<file path="config.mk">
export PLATFORM = sky130hd
export DESIGN_NAME = bwo_mul
export DESIGN_NICKNAME = d
export VERILOG_FILES = /design/src/hw/rtl/bwo_pkg.sv /design/src/hw/rtl/bwo_mul.sv
export SDC_FILE = /design/constraint.sdc
export NUM_CORES = 2
export LEC_CHECK = 0
export BUFFER_PORTS_ARGS = -buffer_cell sky130_fd_sc_hd__buf_2
export CORE_MARGIN = 3
export CORE_UTILIZATION = 60
export CTS_BUF_LIST = sky130_fd_sc_hd__clkbuf_4
export CTS_CLUSTER_DIAMETER = 100
export CTS_CLUSTER_SIZE = 14
export DETAILED_ROUTE_END_ITERATION = 7
export PLACE_DENSITY = 0.89
export SLEW_MARGIN = 20
export SYNTH_ARGS = -nofsm -noshare
export SYNTH_HDL_FRONTEND = slang
export SYNTH_SLANG_ARGS = --single-unit
export TNS_END_PERCENT = 100
</file>
<file path="constraint.sdc">
create_clock -name clk -period 15.78 [get_ports clk]
set_input_delay 3.156 -clock clk [delete_from_list [all_inputs] [get_ports clk]]
set_output_delay 3.156 -clock clk [all_outputs]
set_load 0.01 [all_outputs]
</file>
<file path="src/hw/rtl/bwo_pkg.sv">
// shared types and constants of the band-limited wavetable oscillator
`default_nettype none

package bwo_pkg;

    localparam logic CMD_WRITE = 1'b0;
    localparam logic CMD_GEN   = 1'b1;

    localparam int CFG_IDX_W  = 8;
    localparam int CFG_DATA_W = 40;
    localparam int BAND_W     = 4;
    localparam int INC_W      = 41;

    localparam logic [CFG_IDX_W-1:0] REG_MAX_FREQ      = 8'd0;
    localparam logic [CFG_IDX_W-1:0] REG_INC_PER_HZ    = 8'd1;
    localparam logic [CFG_IDX_W-1:0] REG_FIRST_BAND    = 8'd2;
    localparam logic [CFG_IDX_W-1:0] REG_TABLES_IN_USE = 8'd3;

    localparam logic [31:0] MAX_FREQ_RST   = 32'd1572864000;
    localparam logic [39:0] INC_PER_HZ_RST = 40'd5864062015;
    localparam logic [31:0] FIRST_BAND_RST = 32'd2796203;
    localparam logic [3:0]  TABLES_RST     = 4'd11;

    localparam logic [31:0] FREQ_FLOOR_Q16 = 32'd655360;

    typedef struct packed {
        logic [31:0]       max_freq;
        logic [31:0]       inc_lo;
        logic [7:0]        inc_hi;
        logic [31:0]       first_band_top;
        logic [BAND_W-1:0] last_band;
    } cfg_t;

endpackage

`default_nettype wire

</file>
<file path="src/hw/rtl/bwo_mul.sv">
// shared registered 32x32 multiplier
`default_nettype none

module bwo_mul
    import bwo_pkg::*;
(
    input  wire logic        clk,
    input  wire logic        en,
    input  wire logic [31:0] a,
    input  wire logic [31:0] b,
    output logic      [63:0] prod
);

    logic [63:0] prod_reg;

    always_ff @(posedge clk)
    begin
        if (en)
        begin
            prod_reg <= a * b;
        end
    end

    assign prod = prod_reg;

endmodule

`default_nettype wire

</file>
==> impl_metrics.env <==
export IMPL_m1WireLength_um=30850
export IMPL_yosysSeqAreaShare_pct=5.442
export IMPL_first_pass_iters=6
export IMPL_worstPathMaxFanout=32
export IMPL_setup_worst_path_end_class="flip-flop"
export IMPL_routabilityCongestion=0.9096
export IMPL_route_met3_wl_um=10250
export IMPL_ys_types=57
export IMPL_max_cap_violations=0
export IMPL_timing_setup_tns_ps=0
export IMPL_worstSetupStartpointType="input pin"
export IMPL_std_cell_rows=88
export IMPL_synth_top_cell_area_share_pct=50.79
export IMPL_postCtsSetupBuffers=0
export IMPL_core_area_um2=57920
export IMPL_slowest_stage="buf_2"
export IMPL_report_final_slew_viol_count=0
export IMPL_cts_tree="yes"
export IMPL_grt_pass1_wl_um=154100
export IMPL_cell_type_with_the_highest_aggregate_area_in_the_netlist="fa_1"
export IMPL_dieWidth_um=248.6
export IMPL_most_common_cell_after_layout_fill_and_taps_aside="fa_1"
export IMPL_hp_start="en"
export IMPL_hold_class="input pin to flip-flop"
export IMPL_async_reset_ff_share_pct=0
export IMPL_synthesis_area_per_instance_um2=9.423
export IMPL_area_growth_synth_to_final_pct=2.824
export IMPL_ys_dominant_reg_cell="edfxtp_1"
export IMPL_setup_violations=0
export IMPL_critical_path_top_delay_family="adder cells"
export IMPL_clock_sink_count=64
export IMPL_placement_io_buffers=129
export IMPL_timing_critical_path_cells="buf_2 -> nand2_1 -> fa_1 -> inv_1 -> fa_1 -> inv_1 -> fa_1 -> inv_1 -> fa_1 -> fa_1 -> fa_1 -> fa_1 -> inv_1 -> fa_1 -> inv_1 -> ha_1 -> nand4_1 -> or4_1 -> or3_1 -> a31oi_1 -> a31o_2 -> a211oi_1 -> o21ai_1 -> xor2_1"
export IMPL_initial_core_util_pct=60.98
export IMPL_maxClockFrequency_mhz=91.62
export IMPL_num_io_pins=130
export IMPL_layout_common_cells="fa_1 (896), inv_1 (865), and2_1 (602), nand2_1 (480), ha_1 (263)"
export IMPL_required_ps=15990
export IMPL_synthesis_nets=4973
export IMPL_netlist_instances=3748
export IMPL_syn_cell_area_um2=35320
export IMPL_via_count_of_the_first_global_routing_pass=29570
export IMPL_critical_path_most_common_cell="fa_1"
export IMPL_worst_setup_path_startpoint="b[8]"
export IMPL_met2_wirelength_um=46810
export IMPL_clkSlewWorstSetupHoldPaths_ps=130
export IMPL_globalRoute_totalOverflow=0
export IMPL_drt_iter0_markers=2346
export IMPL_holdBufCountCts=0
export IMPL_worst_pin_slew_ps=960.3
export IMPL_vias_cell=5.932
export IMPL_antenna_violating_nets_left=0
export IMPL_hpwl_um=71880
export IMPL_period_needed_ps=10910
export IMPL_antenna_found_initial=0
export IMPL_number_of_synthesized_register_bits=64
export IMPL_route_vias_total=26370
export IMPL_drc_errors=0
export IMPL_synth_edff_count=64
export IMPL_cts_root_buf="clkbuf_4"
export IMPL_grt_usage_pct=31.87
export IMPL_grt_max_degree=65
export IMPL_drive_gt1_share_pct=4.592
export IMPL_final_period_utilization_pct=69.17
export IMPL_cts_resized=0
export IMPL_die_h_um=248.6
export IMPL_worst_setup_path_type="input pin to flip-flop"
export IMPL_outcome="completed"
export IMPL_wl_um=95870
export IMPL_max_stage_delay_ps=650
export IMPL_die_ar_um2=61810
export IMPL_unrepaired_setup_endpoints_after_global_routing="no"
export IMPL_ys_warn_count=0
export IMPL_max_clock_path_buffers=2
export IMPL_largest_register_ff_count=64
export IMPL_max_slew_margin_pct=35.98
export IMPL_wire_per_inst_um=21.56
export IMPL_layout_nets=4900
export IMPL_final_hold_viol_count=0
export IMPL_synth_top_cells_by_area="fa_1 (51%), and2_1 (11%), ha_1 (9.3%)"
export IMPL_cts_buffers_inserted=9
export IMPL_path_buf_inv=6
export IMPL_top_signal_layer_used="met4"
export IMPL_worst_endpoint_arrival_ps=11130
export IMPL_htree_depth=3
[logic make-up (layout without fill, tap and decap cells)]
logic type / count (synthesis) / in the layout / share of synthesized area (%)
AO/OA/AOI/OAI: 202 / 202 / 4.078
XOR/XNOR: 60 / 60 / 1.488
adder cells (fa/ha/maj): 1159 / 1159 / 60.11
buffers and inverters: 1085 / 1017 / 11.55
flip-flops: 64 / 64 / 5.442
multiplexers: 1 / 1 / 0.02834
other: 0 / 1 / 0
AND/OR/NAND/NOR: 1177 / 1177 / 17.30
[routing by layer]
metal  GRT usage (%)  vias up
li1                -    10750
met1           36.55    13270
met2           53.77     1741
met3           7.499      610
met4           20.51        0
met5               0        -
[per-stage QoR]
stage / std cells / worst slack, ps / hold slack, ps / area, um2 / utilization, %
2_1_floorplan: 3748 / 5745 / 3269 / 35320 / -
3_3_place_gp: 4429 / 4721 / 3568 / 36140 / 62.40
3_5_place_dp: 4429 / 4582 / 3570 / 36140 / 62.40
4_1_cts: 4445 / 5086 / 3393 / 36310 / 62.70
5_1_grt: 4445 / 4683 / 3410 / 36310 / 62.70
6_report: 4446 / 4866 / 3401 / 36310 / 62.70
[synth_stat cells, types with 3 or more instances]
| cell | count |
|---|---|
| fa_1 | 896 |
| inv_1 | 865 |
| and2_1 | 602 |
| nand2_1 | 480 |
| ha_1 | 263 |
| clkbuf_1 | 213 |
| edfxtp_1 | 64 |
| a21oi_1 | 63 |
| a21o_1 | 40 |
| xnor2_1 | 35 |
| xor2_1 | 25 |
| nand4_1 | 23 |
| o21ai_0 | 21 |
| nor2_1 | 20 |
| and3_1 | 14 |
| a31oi_1 | 12 |
| nand3_1 | 10 |
| o21bai_1 | 10 |
| o21a_1 | 9 |
| nor3_1 | 7 |
| buf_2 | 6 |
| o21ai_1 | 5 |
| a221o_1 | 4 |
| a211oi_1 | 3 |
| a21boi_1 | 3 |
| a21oi_2 | 3 |
| a221oi_4 | 3 |
| and4_1 | 3 |
| o221ai_1 | 3 |
| o31ai_4 | 3 |
| or2_2 | 3 |
| or3_1 | 3 |
| or4_1 | 3 |
[final timing paths]
check,endpoint,slack [ps],cells past startpoint
setup / recovery,prod[62],4870,24
hold / removal,prod[61],3400,2
[layout make-up]
class | count | area, um2
sequential | 64 | 1922
inverter | 865 | 3247
tap | 765 | 957.2
clock buffer | 9 | 67.56
multi-input combinational | 2599 | 29310
antenna | 1 | 2.502
timing repair buffer | 136 | 698.2
fill | 4411 | 21600
clock inverter | 7 | 105.1
Power is left out: the tool's default activity adds up to more than one toggle a clock period on the data nets, which glitch-free logic cannot reach.
