`config.mk`:
```
export PLATFORM = sky130hd
export DESIGN_NAME = bwo_seq_flat
export DESIGN_NICKNAME = d
export VERILOG_FILES = /design/src/hw/rtl/bwo_pkg.sv /design/src/hw/rtl/bwo_ifs.sv /design/src/hw/rtl/bwo_seq.sv /design/src/flat_wrapper.sv
export SDC_FILE = /design/constraint.sdc
export NUM_CORES = 1
export LEC_CHECK = 0
export ABC_CLOCK_PERIOD_IN_PS = 4700
export BUFFER_PORTS_ARGS = -buffer_cell sky130_fd_sc_hd__buf_4
export CAP_MARGIN = 20
export CORE_MARGIN = 4
export CORE_UTILIZATION = 54
export DETAILED_ROUTE_END_ITERATION = 8
export PLACE_DENSITY = 0.78
export SYNTH_ARGS = -nofsm -noshare
export SYNTH_HDL_FRONTEND = slang
export SYNTH_SLANG_ARGS = --single-unit
```
`constraint.sdc`:
```
create_clock -name clk -period 4.7 [get_ports clk]
set_input_delay 0.47 -clock clk [delete_from_list [all_inputs] [get_ports clk]]
set_output_delay 0.47 -clock clk [all_outputs]
set_load 0.05 [all_outputs]
```
`src/hw/rtl/bwo_pkg.sv`:
```
// shared types and constants of the band-limited wavetable oscillator
`default_nettype none

package bwo_pkg;

    localparam logic CMD_WRITE = 1'b0;
    localparam logic CMD_GEN   = 1'b1;

    localparam int CFG_IDX_W  = 8;
    localparam int CFG_DATA_W = 40;
    localparam int BAND_W     = 4;
    localparam int INC_W      = 41;

    localparam logic [CFG_IDX_W-1:0] REG_MAX_FREQ      = 8'd0;
    localparam logic [CFG_IDX_W-1:0] REG_INC_PER_HZ    = 8'd1;
    localparam logic [CFG_IDX_W-1:0] REG_FIRST_BAND    = 8'd2;
    localparam logic [CFG_IDX_W-1:0] REG_TABLES_IN_USE = 8'd3;

    localparam logic [31:0] MAX_FREQ_RST   = 32'd1572864000;
    localparam logic [39:0] INC_PER_HZ_RST = 40'd5864062015;
    localparam logic [31:0] FIRST_BAND_RST = 32'd2796203;
    localparam logic [3:0]  TABLES_RST     = 4'd11;

    localparam logic [31:0] FREQ_FLOOR_Q16 = 32'd655360;

    typedef struct packed {
        logic [31:0]       max_freq;
        logic [31:0]       inc_lo;
        logic [7:0]        inc_hi;
        logic [31:0]       first_band_top;
        logic [BAND_W-1:0] last_band;
    } cfg_t;

endpackage

`default_nettype wire

```
`src/hw/rtl/bwo_ifs.sv`:
```
// handshake channels of the oscillator: command items, result items, register writes
`default_nettype none

interface bwo_in_if
    import bwo_pkg::*;
();
    logic        valid;
    logic        ready;
    logic        command;
    logic [31:0] freq_hz_q16;
    logic [3:0]  table_number;
    logic [10:0] table_address;
    logic signed [15:0] table_word;

    modport source (output valid, command, freq_hz_q16, table_number, table_address,
                    table_word, input ready);
    modport sink   (input valid, command, freq_hz_q16, table_number, table_address,
                    table_word, output ready);
endinterface

interface bwo_out_if
    import bwo_pkg::*;
();
    logic              valid;
    logic              ready;
    logic signed [15:0] sample_out;
    logic [BAND_W-1:0] band_used;

    modport source (output valid, sample_out, band_used, input ready);
    modport sink   (input valid, sample_out, band_used, output ready);
endinterface


`default_nettype wire

```
`src/hw/rtl/bwo_seq.sv`:
```
// sequencer: clamp, increment, phase, band search, table read and result register
`default_nettype none

module bwo_seq
    import bwo_pkg::*;
#(
    parameter int TABLE_LEN = 2048,
    parameter int NUM_BANDS = 11,
    parameter int MEM_AW    = 15
)
(
    input  wire logic              clk,
    input  wire logic              rst_n,
    input  wire cfg_t              cfg,
    bwo_in_if.sink                 in_ch,
    bwo_out_if.source              out_ch,
    output logic                   mul_en,
    output logic      [31:0]       mul_a,
    output logic      [31:0]       mul_b,
    input  wire logic [63:0]       mul_prod,
    output logic                   rd_en,
    output logic      [MEM_AW-1:0] rd_addr,
    input  wire logic [15:0]       rd_data
);

    localparam int IDX_W = $clog2(TABLE_LEN);
    localparam int TOP_W = 32 + NUM_BANDS - 1;
    localparam int CMP_W = (TOP_W > INC_W) ? TOP_W : INC_W;

    typedef enum logic [3:0] {
        S_IDLE,
        S_MUL_LO,
        S_MUL_HI,
        S_ADD,
        S_PHASE,
        S_MUL_IDX,
        S_BAND,
        S_ADDR,
        S_READ,
        S_OUT
    } state_t;

    state_t              state_reg, state_next;
    logic [31:0]         freq_reg, freq_next;
    logic [INC_W-1:0]    inc_reg, inc_next;
    logic [31:0]         phase_reg, phase_next;
    logic [TOP_W-1:0]    top_reg, top_next;
    logic [BAND_W-1:0]   band_reg, band_next;
    logic [MEM_AW-1:0]   addr_reg, addr_next;
    logic                out_valid_reg, out_valid_next;
    logic [15:0]         sample_reg, sample_next;
    logic [BAND_W-1:0]   band_out_reg, band_out_next;

    logic [31:0]         freq_lim;
    logic [31:0]         freq_clamp;
    logic [IDX_W-1:0]    idx;
    logic                band_hit;

    always_comb
    begin
        freq_lim   = (in_ch.freq_hz_q16 > cfg.max_freq) ? cfg.max_freq : in_ch.freq_hz_q16;
        freq_clamp = (freq_lim < FREQ_FLOOR_Q16) ? FREQ_FLOOR_Q16 : freq_lim;
        idx        = mul_prod[32 +: IDX_W];
        band_hit   = CMP_W'(inc_reg) < CMP_W'(top_reg);
    end

    always_comb
    begin
        state_next     = state_reg;
        freq_next      = freq_reg;
        inc_next       = inc_reg;
        phase_next     = phase_reg;
        top_next       = top_reg;
        band_next      = band_reg;
        addr_next      = addr_reg;
        out_valid_next = out_valid_reg;
        sample_next    = sample_reg;
        band_out_next  = band_out_reg;
        mul_en         = 1'b0;
        mul_a          = freq_reg;
        mul_b          = cfg.inc_lo;
        rd_en          = 1'b0;

        if (out_valid_reg && out_ch.ready)
        begin
            out_valid_next = 1'b0;
        end

        case (state_reg)
            S_IDLE:
            begin
                if (in_ch.valid && in_ch.command == CMD_GEN)
                begin
                    freq_next  = freq_clamp;
                    state_next = S_MUL_LO;
                end
            end
            S_MUL_LO:
            begin
                mul_en     = 1'b1;
                state_next = S_MUL_HI;
            end
            S_MUL_HI:
            begin
                mul_en     = 1'b1;
                mul_b      = {24'd0, cfg.inc_hi};
                inc_next   = INC_W'(mul_prod[63:32]);
                state_next = S_ADD;
            end
            S_ADD:
            begin
                inc_next   = inc_reg + INC_W'(mul_prod[39:0]);
                state_next = S_PHASE;
            end
            S_PHASE:
            begin
                phase_next = phase_reg + inc_reg[31:0];
                top_next   = TOP_W'(cfg.first_band_top);
                band_next  = '0;
                state_next = S_MUL_IDX;
            end
            S_MUL_IDX:
            begin
                mul_en     = 1'b1;
                mul_a      = phase_reg;
                mul_b      = 32'(TABLE_LEN - 1);
                state_next = S_BAND;
            end
            S_BAND:
            begin
                if (band_hit || band_reg == cfg.last_band)
                begin
                    state_next = S_ADDR;
                end
                else
                begin
                    band_next = band_reg + BAND_W'(1);
                    top_next  = {top_reg[TOP_W-2:0], 1'b0};
                end
            end
            S_ADDR:
            begin
                addr_next  = MEM_AW'(32'(band_reg) * TABLE_LEN) + MEM_AW'(idx);
                state_next = S_READ;
            end
            S_READ:
            begin
                rd_en      = 1'b1;
                state_next = S_OUT;
            end
            S_OUT:
            begin
                if (!out_valid_reg || out_ch.ready)
                begin
                    out_valid_next = 1'b1;
                    sample_next    = rd_data;
                    band_out_next  = band_reg;
                    state_next     = S_IDLE;
                end
            end
            default:
            begin
                state_next = S_IDLE;
            end
        endcase
    end

    always_ff @(posedge clk or negedge rst_n)
    begin
        if (!rst_n)
        begin
            state_reg     <= S_IDLE;
            phase_reg     <= '0;
            out_valid_reg <= 1'b0;
        end
        else
        begin
            state_reg     <= state_next;
            phase_reg     <= phase_next;
            out_valid_reg <= out_valid_next;
        end
    end

    always_ff @(posedge clk)
    begin
        freq_reg     <= freq_next;
        inc_reg      <= inc_next;
        top_reg      <= top_next;
        band_reg     <= band_next;
        addr_reg     <= addr_next;
        sample_reg   <= sample_next;
        band_out_reg <= band_out_next;
    end

    assign in_ch.ready       = (state_reg == S_IDLE);
    assign rd_addr           = addr_reg;
    assign out_ch.valid      = out_valid_reg;
    assign out_ch.sample_out = sample_reg;
    assign out_ch.band_used  = band_out_reg;

endmodule

`default_nettype wire

```
`src/flat_wrapper.sv`:
```
// flat-port wrapper written by rule: the top's interface ports become plain ports
module bwo_seq_flat import bwo_pkg::*;
#(
    parameter int TABLE_LEN = 2048,
    parameter int NUM_BANDS = 11,
    parameter int MEM_AW    = 15
)
  (clk, rst_n, cfg, mul_en, mul_a, mul_b, mul_prod, rd_en, rd_addr, rd_data, in_ch_valid, in_ch_command, in_ch_freq_hz_q16, in_ch_table_number, in_ch_table_address, in_ch_table_word, in_ch_ready, out_ch_valid, out_ch_sample_out, out_ch_band_used, out_ch_ready);
  bwo_in_if in_ch_i ();
  bwo_out_if out_ch_i ();
  input  wire logic clk;
  input  wire logic rst_n;
  input  wire cfg_t cfg;
  output logic mul_en;
  output logic      [31:0] mul_a;
  output logic      [31:0] mul_b;
  input  wire logic [63:0] mul_prod;
  output logic rd_en;
  output logic      [MEM_AW-1:0] rd_addr;
  input  wire logic [15:0] rd_data;
  input wire logic [$bits(in_ch_i.valid)-1:0] in_ch_valid;
  input wire logic [$bits(in_ch_i.command)-1:0] in_ch_command;
  input wire logic [$bits(in_ch_i.freq_hz_q16)-1:0] in_ch_freq_hz_q16;
  input wire logic [$bits(in_ch_i.table_number)-1:0] in_ch_table_number;
  input wire logic [$bits(in_ch_i.table_address)-1:0] in_ch_table_address;
  input wire logic [$bits(in_ch_i.table_word)-1:0] in_ch_table_word;
  output wire logic [$bits(in_ch_i.ready)-1:0] in_ch_ready;
  output wire logic [$bits(out_ch_i.valid)-1:0] out_ch_valid;
  output wire logic [$bits(out_ch_i.sample_out)-1:0] out_ch_sample_out;
  output wire logic [$bits(out_ch_i.band_used)-1:0] out_ch_band_used;
  input wire logic [$bits(out_ch_i.ready)-1:0] out_ch_ready;
  assign in_ch_i.valid = in_ch_valid;
  assign in_ch_i.command = in_ch_command;
  assign in_ch_i.freq_hz_q16 = in_ch_freq_hz_q16;
  assign in_ch_i.table_number = in_ch_table_number;
  assign in_ch_i.table_address = in_ch_table_address;
  assign in_ch_i.table_word = in_ch_table_word;
  assign in_ch_ready = in_ch_i.ready;
  assign out_ch_valid = out_ch_i.valid;
  assign out_ch_sample_out = out_ch_i.sample_out;
  assign out_ch_band_used = out_ch_i.band_used;
  assign out_ch_i.ready = out_ch_ready;
  bwo_seq #(.TABLE_LEN(TABLE_LEN), .NUM_BANDS(NUM_BANDS), .MEM_AW(MEM_AW)) u_core (.clk(clk), .rst_n(rst_n), .cfg(cfg), .in_ch(in_ch_i), .out_ch(out_ch_i), .mul_en(mul_en), .mul_a(mul_a), .mul_b(mul_b), .mul_prod(mul_prod), .rd_en(rd_en), .rd_addr(rd_addr), .rd_data(rd_data));
endmodule
```
==> results.py <==
metrics = {
    "setup_path": {
        "r2r_start": "u_core.inc_reg[0]",
        "worstReg2RegEnd": "u_core.inc_reg[40]",
        "crit_chain": "ha_1 > inv_1 > fa_1 > nor2b_1 > o31a_1 > o31ai_1 > a21oi_1 > o21ai_1 > a211oi_1 > o21ai_0 > mux2i_1 > nand2_1",
        "startpoint_type": "flip-flop",
        "r2r_cells": 12,
        "crit_type": "flip-flop to flip-flop",
        "crit_buf_inv": 1,
        "end_kind": "flip-flop",
        "cp.arrival_ps": 3810,
        "worstSetupStartpoint": "u_core.inc_reg[0]",
        "crit_required_ps": 4900,
        "cp_slowest_cell": "edfxtp_1",
        "crit_family": "compound AO/OA/AOI/OAI gates",
        "rrSetupSlack_ps": 1080,
        "worstSetupEndpoint": "u_core.inc_reg[40]",
        "crit_cells": 12,
        "critical_path.max_fanout": 3,
        "critPathMaxStageDelay_ps": 510,
    },
    "timing": {
        "hold_violations": 11,
        "fmax_ghz": 0.277,
        "skew_ps": 20.5,
        "fin_setup_tns_ps": 0,
        "fin_hold_ws_ps": -14.4,
        "drv_slew": 0,
        "max_slew_margin_pct": 28.4,
        "finalWorstSetupSlack_ps": 1080,
        "setup_violations": 0,
        "rsz0062_at_grt": "no",
        "period_share_pct": 76.9,
        "period_minus_slack_ps": 3620,
        "worstMarginPinSlew_ps": 1070,
    },
    "final_layout": {
        "largest_register_ffs": 42,
        "drive_above_1_share_pct": 22.8,
        "antenna_cells": 0,
        "fin_nets": 2205,
        "final_util_pct": 68.2,
        "syn_to_final_growth_pct": 25.0,
    },
    "global_routing": {
        "grt_pass1_vias": 11800,
        "grt_max_degree": 76,
        "track_usage_pct": 26.6,
        "gr-total-overflow": 0,
        "grt_pass1_wl_um": 60000,
        "antenna_found_initial": 0,
    },
    "floorplan": {
        "placementRows": 58,
        "die_x_um": 167,
        "coreArea_mm2": 0.0251,
        "pin_count": 359,
        "die_h_um": 167,
        "initial_core_util_pct": 54.6,
        "dieArea_mm2": 0.0280,
    },
    "synth": {
        "synth.distinct_cells": 72,
        "synthTopCellsByArea": "edfxtp_1 34%, ha_1 13%, nand2_1 8.1%, dfrtp_1 6.8%, o21ai_0 4.5%",
        "synth_nets": 1898,
        "synth-seq-area-share_pct": 40.5,
        "yosysTopAreaCell": "edfxtp_1",
        "synth-edff-count": 154,
        "ys_ff_latch": 191,
        "yosys_warnings": 0,
        "avgSynthCellArea_um2": 9.16,
        "synth-async-reset-ratio_pct": 19.4,
        "syn-cell-area_mm2": 0.0137,
        "synth_common_cells": "297 x nand2_1, 154 x edfxtp_1, 144 x ha_1",
        "yosys.area.top_type_share_pct": 33.7,
        "synthFlopType": "edfxtp_1",
        "synth_most_common_cell": "nand2_1",
        "syn_inst": 1496,
    },
    "outcome": {
        "status": "finished, violations left",
        "violations": "negative hold slack",
    },
    "clocking": {
        "clk_latency_ps": 460,
        "root_buffer": "clkbuf_16",
        "cts_buffers": 17,
        "post_cts_resized": 0,
        "cts_sinks": 191,
        "cts_buffer_depth": 2,
        "clk_pin_slew_ps": 90,
        "cts_hold_buf": 0,
        "cts_tree": "yes",
        "post_cts_buffers": 0,
        "cts_max_level": 4,
    },
    "power_and_ir_drop": {
        "total_power_mw": 10.5,
        "p_leak_nw": 8.24,
        "peakVddDrop_uv": 380,
        "powerDensity_mw_per_mm2": 614,
    },
    "placed_design": {
        "io_buffer_count": 327,
        "place_ws_ps": 953,
        "place_hpwl_um": 31000,
        "place.gp.congestion": 0.965,
    },
    "drt": {
        "ant_nets": 0,
        "avgViaCountPerCell": 5.68,
        "wirelength_um": 39000,
        "wl_per_cell_um": 18.2,
        "drtPass1Iterations": 5,
        "first_iter_violations": 786,
        "vias": 12200,
        "drc": 0,
    },
    "job": {
        "maxCapViolCount": 0,
    },
    "min_path": {
        "hold_path.class": "input port to async pin",
    },
}
==> power breakdown <==
part	leakage (nW)	internal [mW]	switching (mW)
Sequential	1.88	2.48	0.420
Clock	0.304	0.743	0.806
Combinational	6.05	2.27	3.80
==> final cells by class <==
class | count | area, µm²
multi-input combinational | 1156 | 7620
clock inverter | 15 | 201
tap | 330 | 413
sequential | 191 | 5550
inverter | 99 | 372
clock buffer | 17 | 425
timing repair buffer | 338 | 2550
fill | 2035 | 7980
==> stage by stage <==
step	hold slack (ps)	area, µm²	cells
6_report	-14.4	17100	2146
2_1_floorplan	174	13700	1496
3_5_place_dp	465	16500	2113
3_3_place_gp	465	16500	2113
4_1_cts	6.52	17100	2145
5_1_grt	13.7	17100	2146
==> how the worst min path moves through the flow <==
stage | startpoint | to | cells after the start
global route | rst_n | u_core.phase_reg[26] | 1
global placement | u_core.phase_reg[31] | u_core.phase_reg[31] | 1
detailed placement | u_core.phase_reg[31] | u_core.phase_reg[31] | 1
CTS | rst_n | u_core.phase_reg[26] | 1
finish | rst_n | u_core.phase_reg[29] | 1
floorplan | rst_n | u_core.out_ch.valid | 0
==> logic make-up (layout without fill, tap and decap cells) <==
family / count (synthesis) / count (layout) / synth area share (%)
xor gates and xnor gates: 61 / 61 / 3.90
adders and majority gates: 146 / 146 / 13.4
muxes: 40 / 40 / 3.06
AOI/OAI and AO/OA: 371 / 371 / 17.1
buffers and inverters: 149 / 469 / 4.16
and+or+nand+nor: 538 / 538 / 17.8
DFF: 191 / 191 / 40.5
==> metal layers <==
metal	part of all wire, %	GRT usage, %	up-vias
li1	-	-	5987
met1	40	33.4	5671
met2	50	46.7	463
met3	6.9	4.70	67
met4	2.9	8.29	0
met5	0	0	-
==> cell usage in the layout, fill, tap and decap left out, types with 25 or more instances in the layout <==
master and instances:
ha_1 144, mux2i_1 25, nor2_1 64, o21ai_0 122, xor2_1 31, a21o_1 62, and3_1 31, nand2_1 296
buf_4 337, xnor2_1 30, dfrtp_1 37, inv_1 99, a21oi_1 75, edfxtp_1 154
(Power assumes the default switching activity.)
